**src/sv/crr_pkg.sv**
```systemverilog
// shared types and constants for the catmull-rom curve resampler
`timescale 1ns / 1ps
package crr_pkg;

    localparam int CFG_ADDR_W = 1;
    localparam logic [CFG_ADDR_W-1:0] REG_PPS = 1'b0;

    typedef enum logic [3:0] {
        ST_IDLE,
        ST_COEF,
        ST_MUL,
        ST_ACC,
        ST_SAT,
        ST_OUT
    } crr_state_t;

endpackage

```
**src/sv/catmull_rom_curve_resampler_top.sv**
```systemverilog
// catmull-rom curve resampler top level
// each sample evaluates x, y and z in turn (coef, mul and acc states per axis), then the output state
// a segment holds k samples; a middle point gives at most one segment, a last point up to two
// not ready while a point is resampled; a waiting word stalls only the output state
// reset: async active low, clears window, point count, and sets k to 8
`timescale 1ns / 1ps
module catmull_rom_curve_resampler_top #(
    parameter int MAX_SAMPLES_PER_SEGMENT = 16,
    parameter int COORD_WIDTH = 32,
    parameter int FRACTION_BITS = 16
) (
    input  logic                          clk,
    input  logic                          rst_n,
    input  logic                          psel,
    input  logic                          penable,
    input  logic                          pwrite,
    input  logic [crr_pkg::CFG_ADDR_W+1:0] paddr,
    input  logic [31:0]                   pwdata,
    output logic [31:0]                   prdata,
    output logic                          pready,
    input  logic                          in_valid,
    output logic                          in_ready,
    input  logic signed [COORD_WIDTH-1:0] point_x,
    input  logic signed [COORD_WIDTH-1:0] point_y,
    input  logic signed [COORD_WIDTH-1:0] point_z,
    input  logic                          last_point,
    output logic                          out_valid,
    input  logic                          out_ready,
    output logic signed [COORD_WIDTH-1:0] curve_x,
    output logic signed [COORD_WIDTH-1:0] curve_y,
    output logic signed [COORD_WIDTH-1:0] curve_z,
    output logic                          last_sample
);
    import crr_pkg::*;

    localparam int CW = COORD_WIDTH;
    localparam int FB = FRACTION_BITS;
    localparam int AW = CW + 8;
    localparam int KW = $clog2(MAX_SAMPLES_PER_SEGMENT + 1);
    localparam int MS = MAX_SAMPLES_PER_SEGMENT;

    logic [4:0]           pps_reg;
    logic signed [CW-1:0] win_reg [3][3];
    logic [1:0]           seen_reg;
    crr_state_t           st_reg, st_next;
    logic                 last_reg;
    logic signed [CW-1:0] pin_reg [3];
    logic                 seg_reg;
    logic                 two_reg;
    logic [1:0]           ax_reg;
    logic [KW-1:0]        j_reg;
    logic [KW-1:0]        k_reg;
    logic [FB:0]          step_reg;
    logic [FB:0]          t_reg;
    logic signed [AW-1:0] ca_reg, cb_reg, cc_reg, cd_reg;
    logic [CW-1:0]        res_reg [3];
    logic                 ov_reg;
    logic                 ls_reg;
    logic                 ev_start;
    logic                 ev_done;
    logic [CW-1:0]        ev_res;
    logic                 accept;
    logic [KW-1:0]        k_eff;
    logic [FB:0]          step_q;
    logic [FB:0]          step_tab [1:MS];
    logic signed [AW-1:0] p0, p1, p2, p3, ta, tb, tc, q0, q1, s0, s1;

    assign pready = 1'b1;
    assign prdata = (paddr[CFG_ADDR_W+1:2] == REG_PPS) ? {27'd0, pps_reg} : 32'd0;

    always_ff @(posedge clk or negedge rst_n)
    begin
        if (!rst_n)
            pps_reg <= 5'd8;
        else if (psel && penable && pwrite && paddr[CFG_ADDR_W+1:2] == REG_PPS)
            pps_reg <= pwdata[4:0];
    end

    always_comb
    begin
        if (pps_reg == 5'd0)
            k_eff = KW'(1);
        else if (32'(pps_reg) > MS)
            k_eff = KW'(MS);
        else
            k_eff = KW'(pps_reg);
    end

    // step = floor(2^fb / k), small table over k
    for (genvar g = 1; g <= MS; g++)
    begin : g_step
        localparam logic [FB:0] STEP = (FB+1)'((1 << FB) / g);
        assign step_tab[g] = STEP;
    end

    always_comb
    begin
        step_q = '0;
        for (int i = 1; i <= MS; i++)
            if (k_eff == KW'(i))
                step_q = step_tab[i];
    end

    assign in_ready = (st_reg == ST_IDLE);
    assign accept   = in_valid && in_ready;

    // coefficients for the current axis and segment
    always_comb
    begin
        p0 = AW'(win_reg[0][ax_reg]);
        p1 = AW'(win_reg[1][ax_reg]);
        p2 = AW'(win_reg[2][ax_reg]);
        p3 = AW'(pin_reg[ax_reg]);
        tc = p3 - p2;
        tb = (p3 - p1) >>> 1;
        ta = (seen_reg == 2'd2) ? (p2 - p1) : ((p2 - p0) >>> 1);
        if (seen_reg == 2'd1)
        begin
            q0 = p2; q1 = p3; s0 = tc; s1 = tc;
        end
        else if (!seg_reg)
        begin
            q0 = p1; q1 = p2; s0 = ta; s1 = tb;
        end
        else
        begin
            q0 = p2; q1 = p3; s0 = tb; s1 = tc;
        end
    end

    crr_eval #(.CW(CW), .FB(FB), .AW(AW)) u_eval (
        .clk    (clk),
        .rst_n  (rst_n),
        .start  (ev_start),
        .coef_a (ca_reg),
        .coef_b (cb_reg),
        .coef_c (cc_reg),
        .coef_d (cd_reg),
        .t      (t_reg),
        .done   (ev_done),
        .result (ev_res)
    );

    logic seg_end, all_end;
    assign seg_end = (j_reg == k_reg - KW'(1));
    assign all_end = seg_end && (!two_reg || seg_reg);

    always_comb
    begin
        st_next  = st_reg;
        ev_start = 1'b0;
        unique case (st_reg)
            ST_IDLE:
                if (accept)
                begin
                    if (seen_reg == 2'd0 || (seen_reg == 2'd1 && !last_point))
                        st_next = ST_SAT;
                    else
                        st_next = ST_COEF;
                end
            ST_COEF:
                st_next = ST_MUL;
            ST_MUL:
            begin
                ev_start = 1'b1;
                st_next  = ST_ACC;
            end
            ST_ACC:
                if (ev_done)
                begin
                    if (ax_reg == 2'd2)
                        st_next = ST_OUT;
                    else
                        st_next = ST_COEF;
                end
            ST_OUT:
                if (!ov_reg || out_ready)
                    st_next = all_end ? ST_SAT : ST_COEF;
            ST_SAT:
                st_next = ST_IDLE;
            default:
                st_next = ST_IDLE;
        endcase
    end

    always_ff @(posedge clk or negedge rst_n)
    begin
        if (!rst_n)
        begin
            st_reg   <= ST_IDLE;
            seen_reg <= '0;
            ov_reg   <= 1'b0;
            for (int i = 0; i < 3; i++)
                for (int a = 0; a < 3; a++)
                    win_reg[i][a] <= '0;
        end
        else
        begin
            st_reg <= st_next;
            if (st_reg == ST_OUT && (!ov_reg || out_ready))
                ov_reg <= 1'b1;
            else if (out_ready)
                ov_reg <= 1'b0;
            // window update once the point is done
            if (st_reg == ST_SAT)
            begin
                if (last_reg)
                begin
                    seen_reg <= '0;
                    for (int i = 0; i < 3; i++)
                        for (int a = 0; a < 3; a++)
                            win_reg[i][a] <= '0;
                end
                else
                begin
                    if (seen_reg != 2'd3)
                        seen_reg <= seen_reg + 2'd1;
                    for (int a = 0; a < 3; a++)
                    begin
                        win_reg[0][a] <= win_reg[1][a];
                        win_reg[1][a] <= win_reg[2][a];
                        win_reg[2][a] <= pin_reg[a];
                    end
                end
            end
        end
    end

    always_ff @(posedge clk)
    begin
        if (accept)
        begin
            pin_reg[0] <= point_x;
            pin_reg[1] <= point_y;
            pin_reg[2] <= point_z;
            last_reg   <= last_point;
            two_reg    <= last_point && seen_reg >= 2'd2;
            seg_reg    <= 1'b0;
            ax_reg     <= 2'd0;
            j_reg      <= '0;
            k_reg      <= k_eff;
            step_reg   <= step_q;
            t_reg      <= '0;
        end
        if (st_reg == ST_COEF)
        begin
            ca_reg <= (q0 <<< 1) - (q1 <<< 1) + s0 + s1;
            cb_reg <= (q1 - q0) * AW'(3) - (s0 <<< 1) - s1;
            cc_reg <= s0;
            cd_reg <= q0;
        end
        if (st_reg == ST_ACC && ev_done)
        begin
            res_reg[ax_reg] <= ev_res;
            if (ax_reg != 2'd2)
                ax_reg <= ax_reg + 2'd1;
        end
        if (st_reg == ST_OUT && (!ov_reg || out_ready))
        begin
            curve_x     <= res_reg[0];
            curve_y     <= res_reg[1];
            curve_z     <= res_reg[2];
            ls_reg      <= all_end;
            ax_reg      <= 2'd0;
            if (seg_end)
            begin
                j_reg   <= '0;
                t_reg   <= '0;
                seg_reg <= 1'b1;
            end
            else
            begin
                j_reg <= j_reg + KW'(1);
                t_reg <= t_reg + step_reg;
            end
        end
    end

    assign out_valid   = ov_reg;
    assign last_sample = ls_reg;
endmodule

```
**src/sv/crr_eval.sv**
```systemverilog
// horner evaluator for one axis sample on a shared multiplier
`timescale 1ns / 1ps
module crr_eval #(
    parameter int CW = 32,
    parameter int FB = 16,
    parameter int AW = 56
) (
    input  logic                 clk,
    input  logic                 rst_n,
    input  logic                 start,
    input  logic signed [AW-1:0] coef_a,
    input  logic signed [AW-1:0] coef_b,
    input  logic signed [AW-1:0] coef_c,
    input  logic signed [AW-1:0] coef_d,
    input  logic        [FB:0]   t,
    output logic                 done,
    output logic        [CW-1:0] result
);
    import crr_pkg::*;

    localparam int PW = AW + FB + 2;
    localparam logic signed [AW-1:0] HI =
        AW'(signed'({1'b0, {(CW-1){1'b1}}}));
    localparam logic signed [AW-1:0] LO = -HI - AW'(1);

    logic [1:0]           step_reg, step_next;
    logic                 busy_reg, busy_next;
    logic                 done_reg, done_next;
    logic signed [AW-1:0] acc_reg, acc_next;
    logic signed [PW-1:0] prod_reg, prod_next;
    logic                 phase_reg, phase_next;
    logic [CW-1:0]        res_reg, res_next;
    logic signed [AW-1:0] addend;
    logic signed [AW-1:0] shifted;
    logic signed [AW-1:0] sum;

    always_comb
    begin
        unique case (step_reg)
            2'd0:    addend = coef_b;
            2'd1:    addend = coef_c;
            default: addend = coef_d;
        endcase
        // arithmetic shift floors
        shifted = AW'(prod_reg >>> FB);
        sum     = shifted + addend;
    end

    always_comb
    begin
        step_next  = step_reg;
        busy_next  = busy_reg;
        done_next  = 1'b0;
        acc_next   = acc_reg;
        prod_next  = prod_reg;
        phase_next = phase_reg;
        res_next   = res_reg;
        if (start)
        begin
            busy_next  = 1'b1;
            step_next  = 2'd0;
            acc_next   = coef_a;
            phase_next = 1'b0;
        end
        else if (busy_reg)
        begin
            if (!phase_reg)
            begin
                prod_next  = PW'(acc_reg) * PW'(signed'({1'b0, t}));
                phase_next = 1'b1;
            end
            else
            begin
                phase_next = 1'b0;
                acc_next   = sum;
                if (step_reg == 2'd2)
                begin
                    busy_next = 1'b0;
                    done_next = 1'b1;
                    if (sum > HI)
                        res_next = HI[CW-1:0];
                    else if (sum < LO)
                        res_next = LO[CW-1:0];
                    else
                        res_next = sum[CW-1:0];
                end
                else
                    step_next = step_reg + 2'd1;
            end
        end
    end

    always_ff @(posedge clk or negedge rst_n)
    begin
        if (!rst_n)
        begin
            step_reg  <= '0;
            busy_reg  <= 1'b0;
            done_reg  <= 1'b0;
            phase_reg <= 1'b0;
        end
        else
        begin
            step_reg  <= step_next;
            busy_reg  <= busy_next;
            done_reg  <= done_next;
            phase_reg <= phase_next;
        end
    end

    always_ff @(posedge clk)
    begin
        acc_reg  <= acc_next;
        prod_reg <= prod_next;
        res_reg  <= res_next;
    end

    assign done   = done_reg;
    assign result = res_reg;
endmodule

```
**config.mk**
```make
export PLATFORM = sky130hd
export DESIGN_NAME = catmull_rom_curve_resampler_top
export DESIGN_NICKNAME = d
export VERILOG_FILES = /design/src/sv/crr_pkg.sv /design/src/sv/catmull_rom_curve_resampler_top.sv /design/src/sv/crr_eval.sv
export SDC_FILE = /design/constraint.sdc
export NUM_CORES = 2
export LEC_CHECK = 0
export ABC_AREA = 1
export BUFFER_PORTS_ARGS = -buffer_cell sky130_fd_sc_hd__buf_2
export CORE_AREA = 2 2 253 505
export CTS_CLUSTER_SIZE = 8
export DETAILED_ROUTE_END_ITERATION = 10
export DIE_AREA = 0 0 255 507
export PLACE_DENSITY = 0.83
export SYNTH_ARGS = -nofsm -noshare
export SYNTH_HDL_FRONTEND = slang
export SYNTH_SLANG_ARGS = --single-unit
```
**constraint.sdc**
```tcl
create_clock -name clk -period 10.6 [get_ports clk]
set_input_delay 3.18 -clock clk [delete_from_list [all_inputs] [get_ports clk]]
set_output_delay 3.18 -clock clk [all_outputs]
set_load 0.005 [all_outputs]
```
==> run metrics, run 1 <==
first-pass GRT wire length 539000 microns; total overflow reported by the global router 5; cell taking the most area after synthesis edfxtp_1; htree depth 4; Fail Step global routing; vias in the first global route 83.64k; status did not finish; Synth async-reset ratio 33.82%; simple-gate share of the synthesized area 17.57%; IO Count 271; Post-Syn Area just over 0.08 sq mm; post-synth top area share 21.91%; row count 184; Root Buffer clkbuf_16; Synth Flop Type edfxtp_1; register bit count reported by yosys 899; mux cell area share after synthesis 0.02467%; Clock Sinks 899; I/O Buffers between 200 and 250; count of hold-fix buffers inserted at cts 0; largest net degree at the start of global routing between 150 and 200; synth top area cells edfxtp_1, fa_1, nand2_1; Post-Synth XOR/XNOR Area around 2.6%; CTS resizes 0; post-synthesis sequential area ratio 31.35%; Ys Warns 0; largest family of logic cells by synthesized area adder cells; CTS Buffer Depth 3; setup slack at placement 1763 ps; Post-Synth Adder-Cell Area between 20% and 30%; Mapped Cells 9813; Num CTS Buffers 130; Initial Utilization between 60 and 70%; Avg Cell Area, Syn 8.270 sq um; compound-cell area share of the yosys netlist about 11%; die width ~260 microns; EDFF count, synth between 500 and 600; Total GRT Usage 58.58%; library cells used by synthesis 71; Die Y around 500 microns; gpl congestion 1.107; Log Error [ERROR GRT-0116] Global routing finished with congestion. Check the congestion regions in the DRC Viewer.; synth cell count leaders nand2_1, inv_1, fa_1, edfxtp_1, o21ai_0; Setup Fix Bufs, Post-CTS 0; Post-DP HPWL 250800 microns; top-count cell post-synth nand2_1
-- kinds of logic after synthesis --
kind of cell | Yosys count
other | 2
multiplexers | 2
AO/OA/AOI/OAI | 1521
flip-flops | 899
XOR/XNOR | 243
buffers and inverters | 2419
AND/OR/NAND/NOR | 3493
adder cells (fa/ha/maj) | 1234
-- metal layers --
layer / GRT usage [%] / overflow
met1: 50.43 / 0
met2: 86.60 / 2
met3: 31.26 / 0
met4: 71.46 / 3
met5: 7.238 / 0
-- per-stage QoR --
step	instance area, sq um	cells	hold slack [ps]
floorplan	81250	9839	400.3
global placement	83690	11443	400.1
detailed placement	83690	11443	404.5
CTS	87530	11634	392.9
==> run 2, diff against run 1 <==
--- a/config.mk
+++ b/config.mk
@@ -7,11 +7,10 @@
 export LEC_CHECK = 0
 export ABC_AREA = 1
 export BUFFER_PORTS_ARGS = -buffer_cell sky130_fd_sc_hd__buf_2
-export CORE_AREA = 2 2 253 505
-export CTS_CLUSTER_SIZE = 8
+export CORE_AREA = 2 2 454 456
 export DETAILED_ROUTE_END_ITERATION = 10
-export DIE_AREA = 0 0 255 507
-export PLACE_DENSITY = 0.83
+export DIE_AREA = 0 0 456 458
+export PLACE_DENSITY_LB_ADDON = 0.15
 export SYNTH_ARGS = -nofsm -noshare
 export SYNTH_HDL_FRONTEND = slang
 export SYNTH_SLANG_ARGS = --single-unit
==> run 2 against run 1 <==
  * The run now ends clean
  * Synthesized cell count stayed put
  * Synthesized area stayed put
==> run metrics, run 2 <==
status completed; drt wl/cell around 22 microns; CTS tree yes; CP arrival 9120 ps; first-pass GRT wire length ~420000 microns; core area 0.2038 sq mm; Initial Utilization 39.83%; Final Hold Vio Count 0; clk_lat worst skew 790 ps; die width 456 microns; DR iter-0 viols approximately 5.1k; Die Y about 460 microns; vias in the first global route 66.97k; Post-layout nets 11.31k; most used cell, CP nand2_1; CTS clk-pin slew, worst paths 60 ps; Worst Path Buf+Inv 7; register bit count reported by yosys 899; fraction of layout cells with a size suffix above 1 6.431%; max reg flops approximately 290; Avg Cell Area, Syn 8.270 sq um; Top Family by Delay on Critical Path simple AND/OR/NAND/NOR gates; EDFF count, synth 592; Root Buffer clkbuf_16; max-capacitance violation count 0; gpl congestion 0.9471; Post-Syn Area 0.08115 sq mm; Clock Sinks ~900; Mapped Cells 9813; synth cell count leaders nand2_1, inv_1, fa_1, edfxtp_1, o21ai_0; Worst Skew 88.32 ps; CTS Buffer Depth 3; Setup Fix Bufs, Post-CTS 0; number of routed nets with antenna violations 0; Post-DP HPWL 223600 microns; CTS resizes 0; Setup CP Type reg -> reg; max-slew violations 0; Syn-to-layout area delta 9.917%; Req. time, crit path 11120 ps; CP Capture Type register; htree depth 3; fin crit share 81.13%; cell taking the most area after synthesis edfxtp_1; largest net degree at the start of global routing 202; IO Count 271; slowest stage delay, CP 930 ps; detailed-route via count 65.48k; setup TNS 0 ps; initial antenna violation count 5; I/O Buffers 213; Fmax achieved 116.3 MHz; vias per inst a little over 5; RSZ-0062 raised after global routing no; Worst-Margin Slew 1232 ps; die area between 0.2 and 0.25 sq mm; commonest non-fill, non-tap cell in the layout nand2_1; Synth Flop Type edfxtp_1; Slowest-stage cell, CP o21ai_0; Total GRT Usage 26.65%; Synth async-reset ratio 33.82%; library cells used by synthesis 71; Ys Warns 0; Num CTS Buffers about 110; drt total wl 277000 microns; total overflow reported by the global router 0; DR pass1 iterations 7; post-layout minimum cycle time 8600 ps; count of hold-fix buffers inserted at cts 0; Final setup viols 0; Slew HR 17.85%; synth top area cells edfxtp_1, fa_1, nand2_1; post-synthesis sequential area ratio 31.35%; Hold/Removal Path Class reg -> reg; Critical Path Fanout Max 60; worst hold slack about 410 ps; commonest non-fill, non-tap cells in the layout nand2_1, inv_1, fa_1, edfxtp_1, o21ai_0; row count 166; startpoint types register; DRC Markers 0; top-count cell post-synth nand2_1; post-synth top area share around 22%; Worst R2R Setup Slack 2000 ps
-- run 2: metal layers --
metal	track usage, %	vias up	wire (microns)
met5	0	-	0
met4	10.39	0	11960
met3	2.734	391	12500
met2	46.17	1748	135100
met1	34.20	32140	117400
li1	-	31200	-
-- run 2: kinds of logic after synthesis --
family,count (synthesis),synth area share (%)
adder cells (fa/ha/maj),1234,26.15
flip-flops,899,31.35
XOR/XNOR,243,2.632
AND/OR/NAND/NOR,3493,17.57
multiplexers,2,0.02467
buffers and inverters,2419,11.40
other,2,0.009254
AO/OA/AOI/OAI,1521,10.86
-- run 2: layout make-up --
type	instances	area (sq um)
Inverter	2041	7681
Clock inverter	62	954.7
Antenna cell	3	7.507
Tap cell	2688	3363
Fill cell	20365	114600
Timing Repair Buffer	373	2327
Clock buffer	133	2783
Sequential cell	899	25450
Multi-Input combinational cell	6521	46640
-- run 2: stage by stage --
stage	instances	setup slack, ps	utilization, %	area [sq um]
floorplan	9839	1516	-	81250
global placement	12522	2173	41.94	85460
detailed placement	12522	2153	41.94	85460
CTS	12717	2203	43.78	89190
global route	12719	1586	43.78	89200
finish	12720	2000	43.78	89200
-- run 2: worst paths after layout --
path                                         start                      end  cells after the start
setup / recovery              ax_reg[1]$_SDFF_PP0_     cb_reg[39]$_DFFE_PP_                     31
max in group asynchronous                    rst_n   win_reg[0]$_DFFE_PN0P_                      2
hold reg to reg            res_reg[1][6]$_DFFE_PP_     curve_y[6]$_DFFE_PP_                      0
hold / removal             res_reg[1][6]$_DFFE_PP_     curve_y[6]$_DFFE_PP_                      0
setup reg to reg              ax_reg[1]$_SDFF_PP0_     cb_reg[39]$_DFFE_PP_                     31
min in group asynchronous                    rst_n  win_reg[48]$_DFFE_PN0P_                      1
-- run 2: worst reg2reg max path, delay by kind of cell, from the launching register on --
family                   cells  cell delay (ps)
AO/OA/AOI/OAI                6             2330
AND/OR/NAND/NOR             12             2290
adder cells (fa/ha/maj)      4             1820
buffers and inverters        7             1210
XOR/XNOR                     2              440
flip-flops                   1              330
Power of run 2 is left out: the tool's default activity adds up to more than one toggle a clock period on the data nets, which glitch-free logic cannot reach.
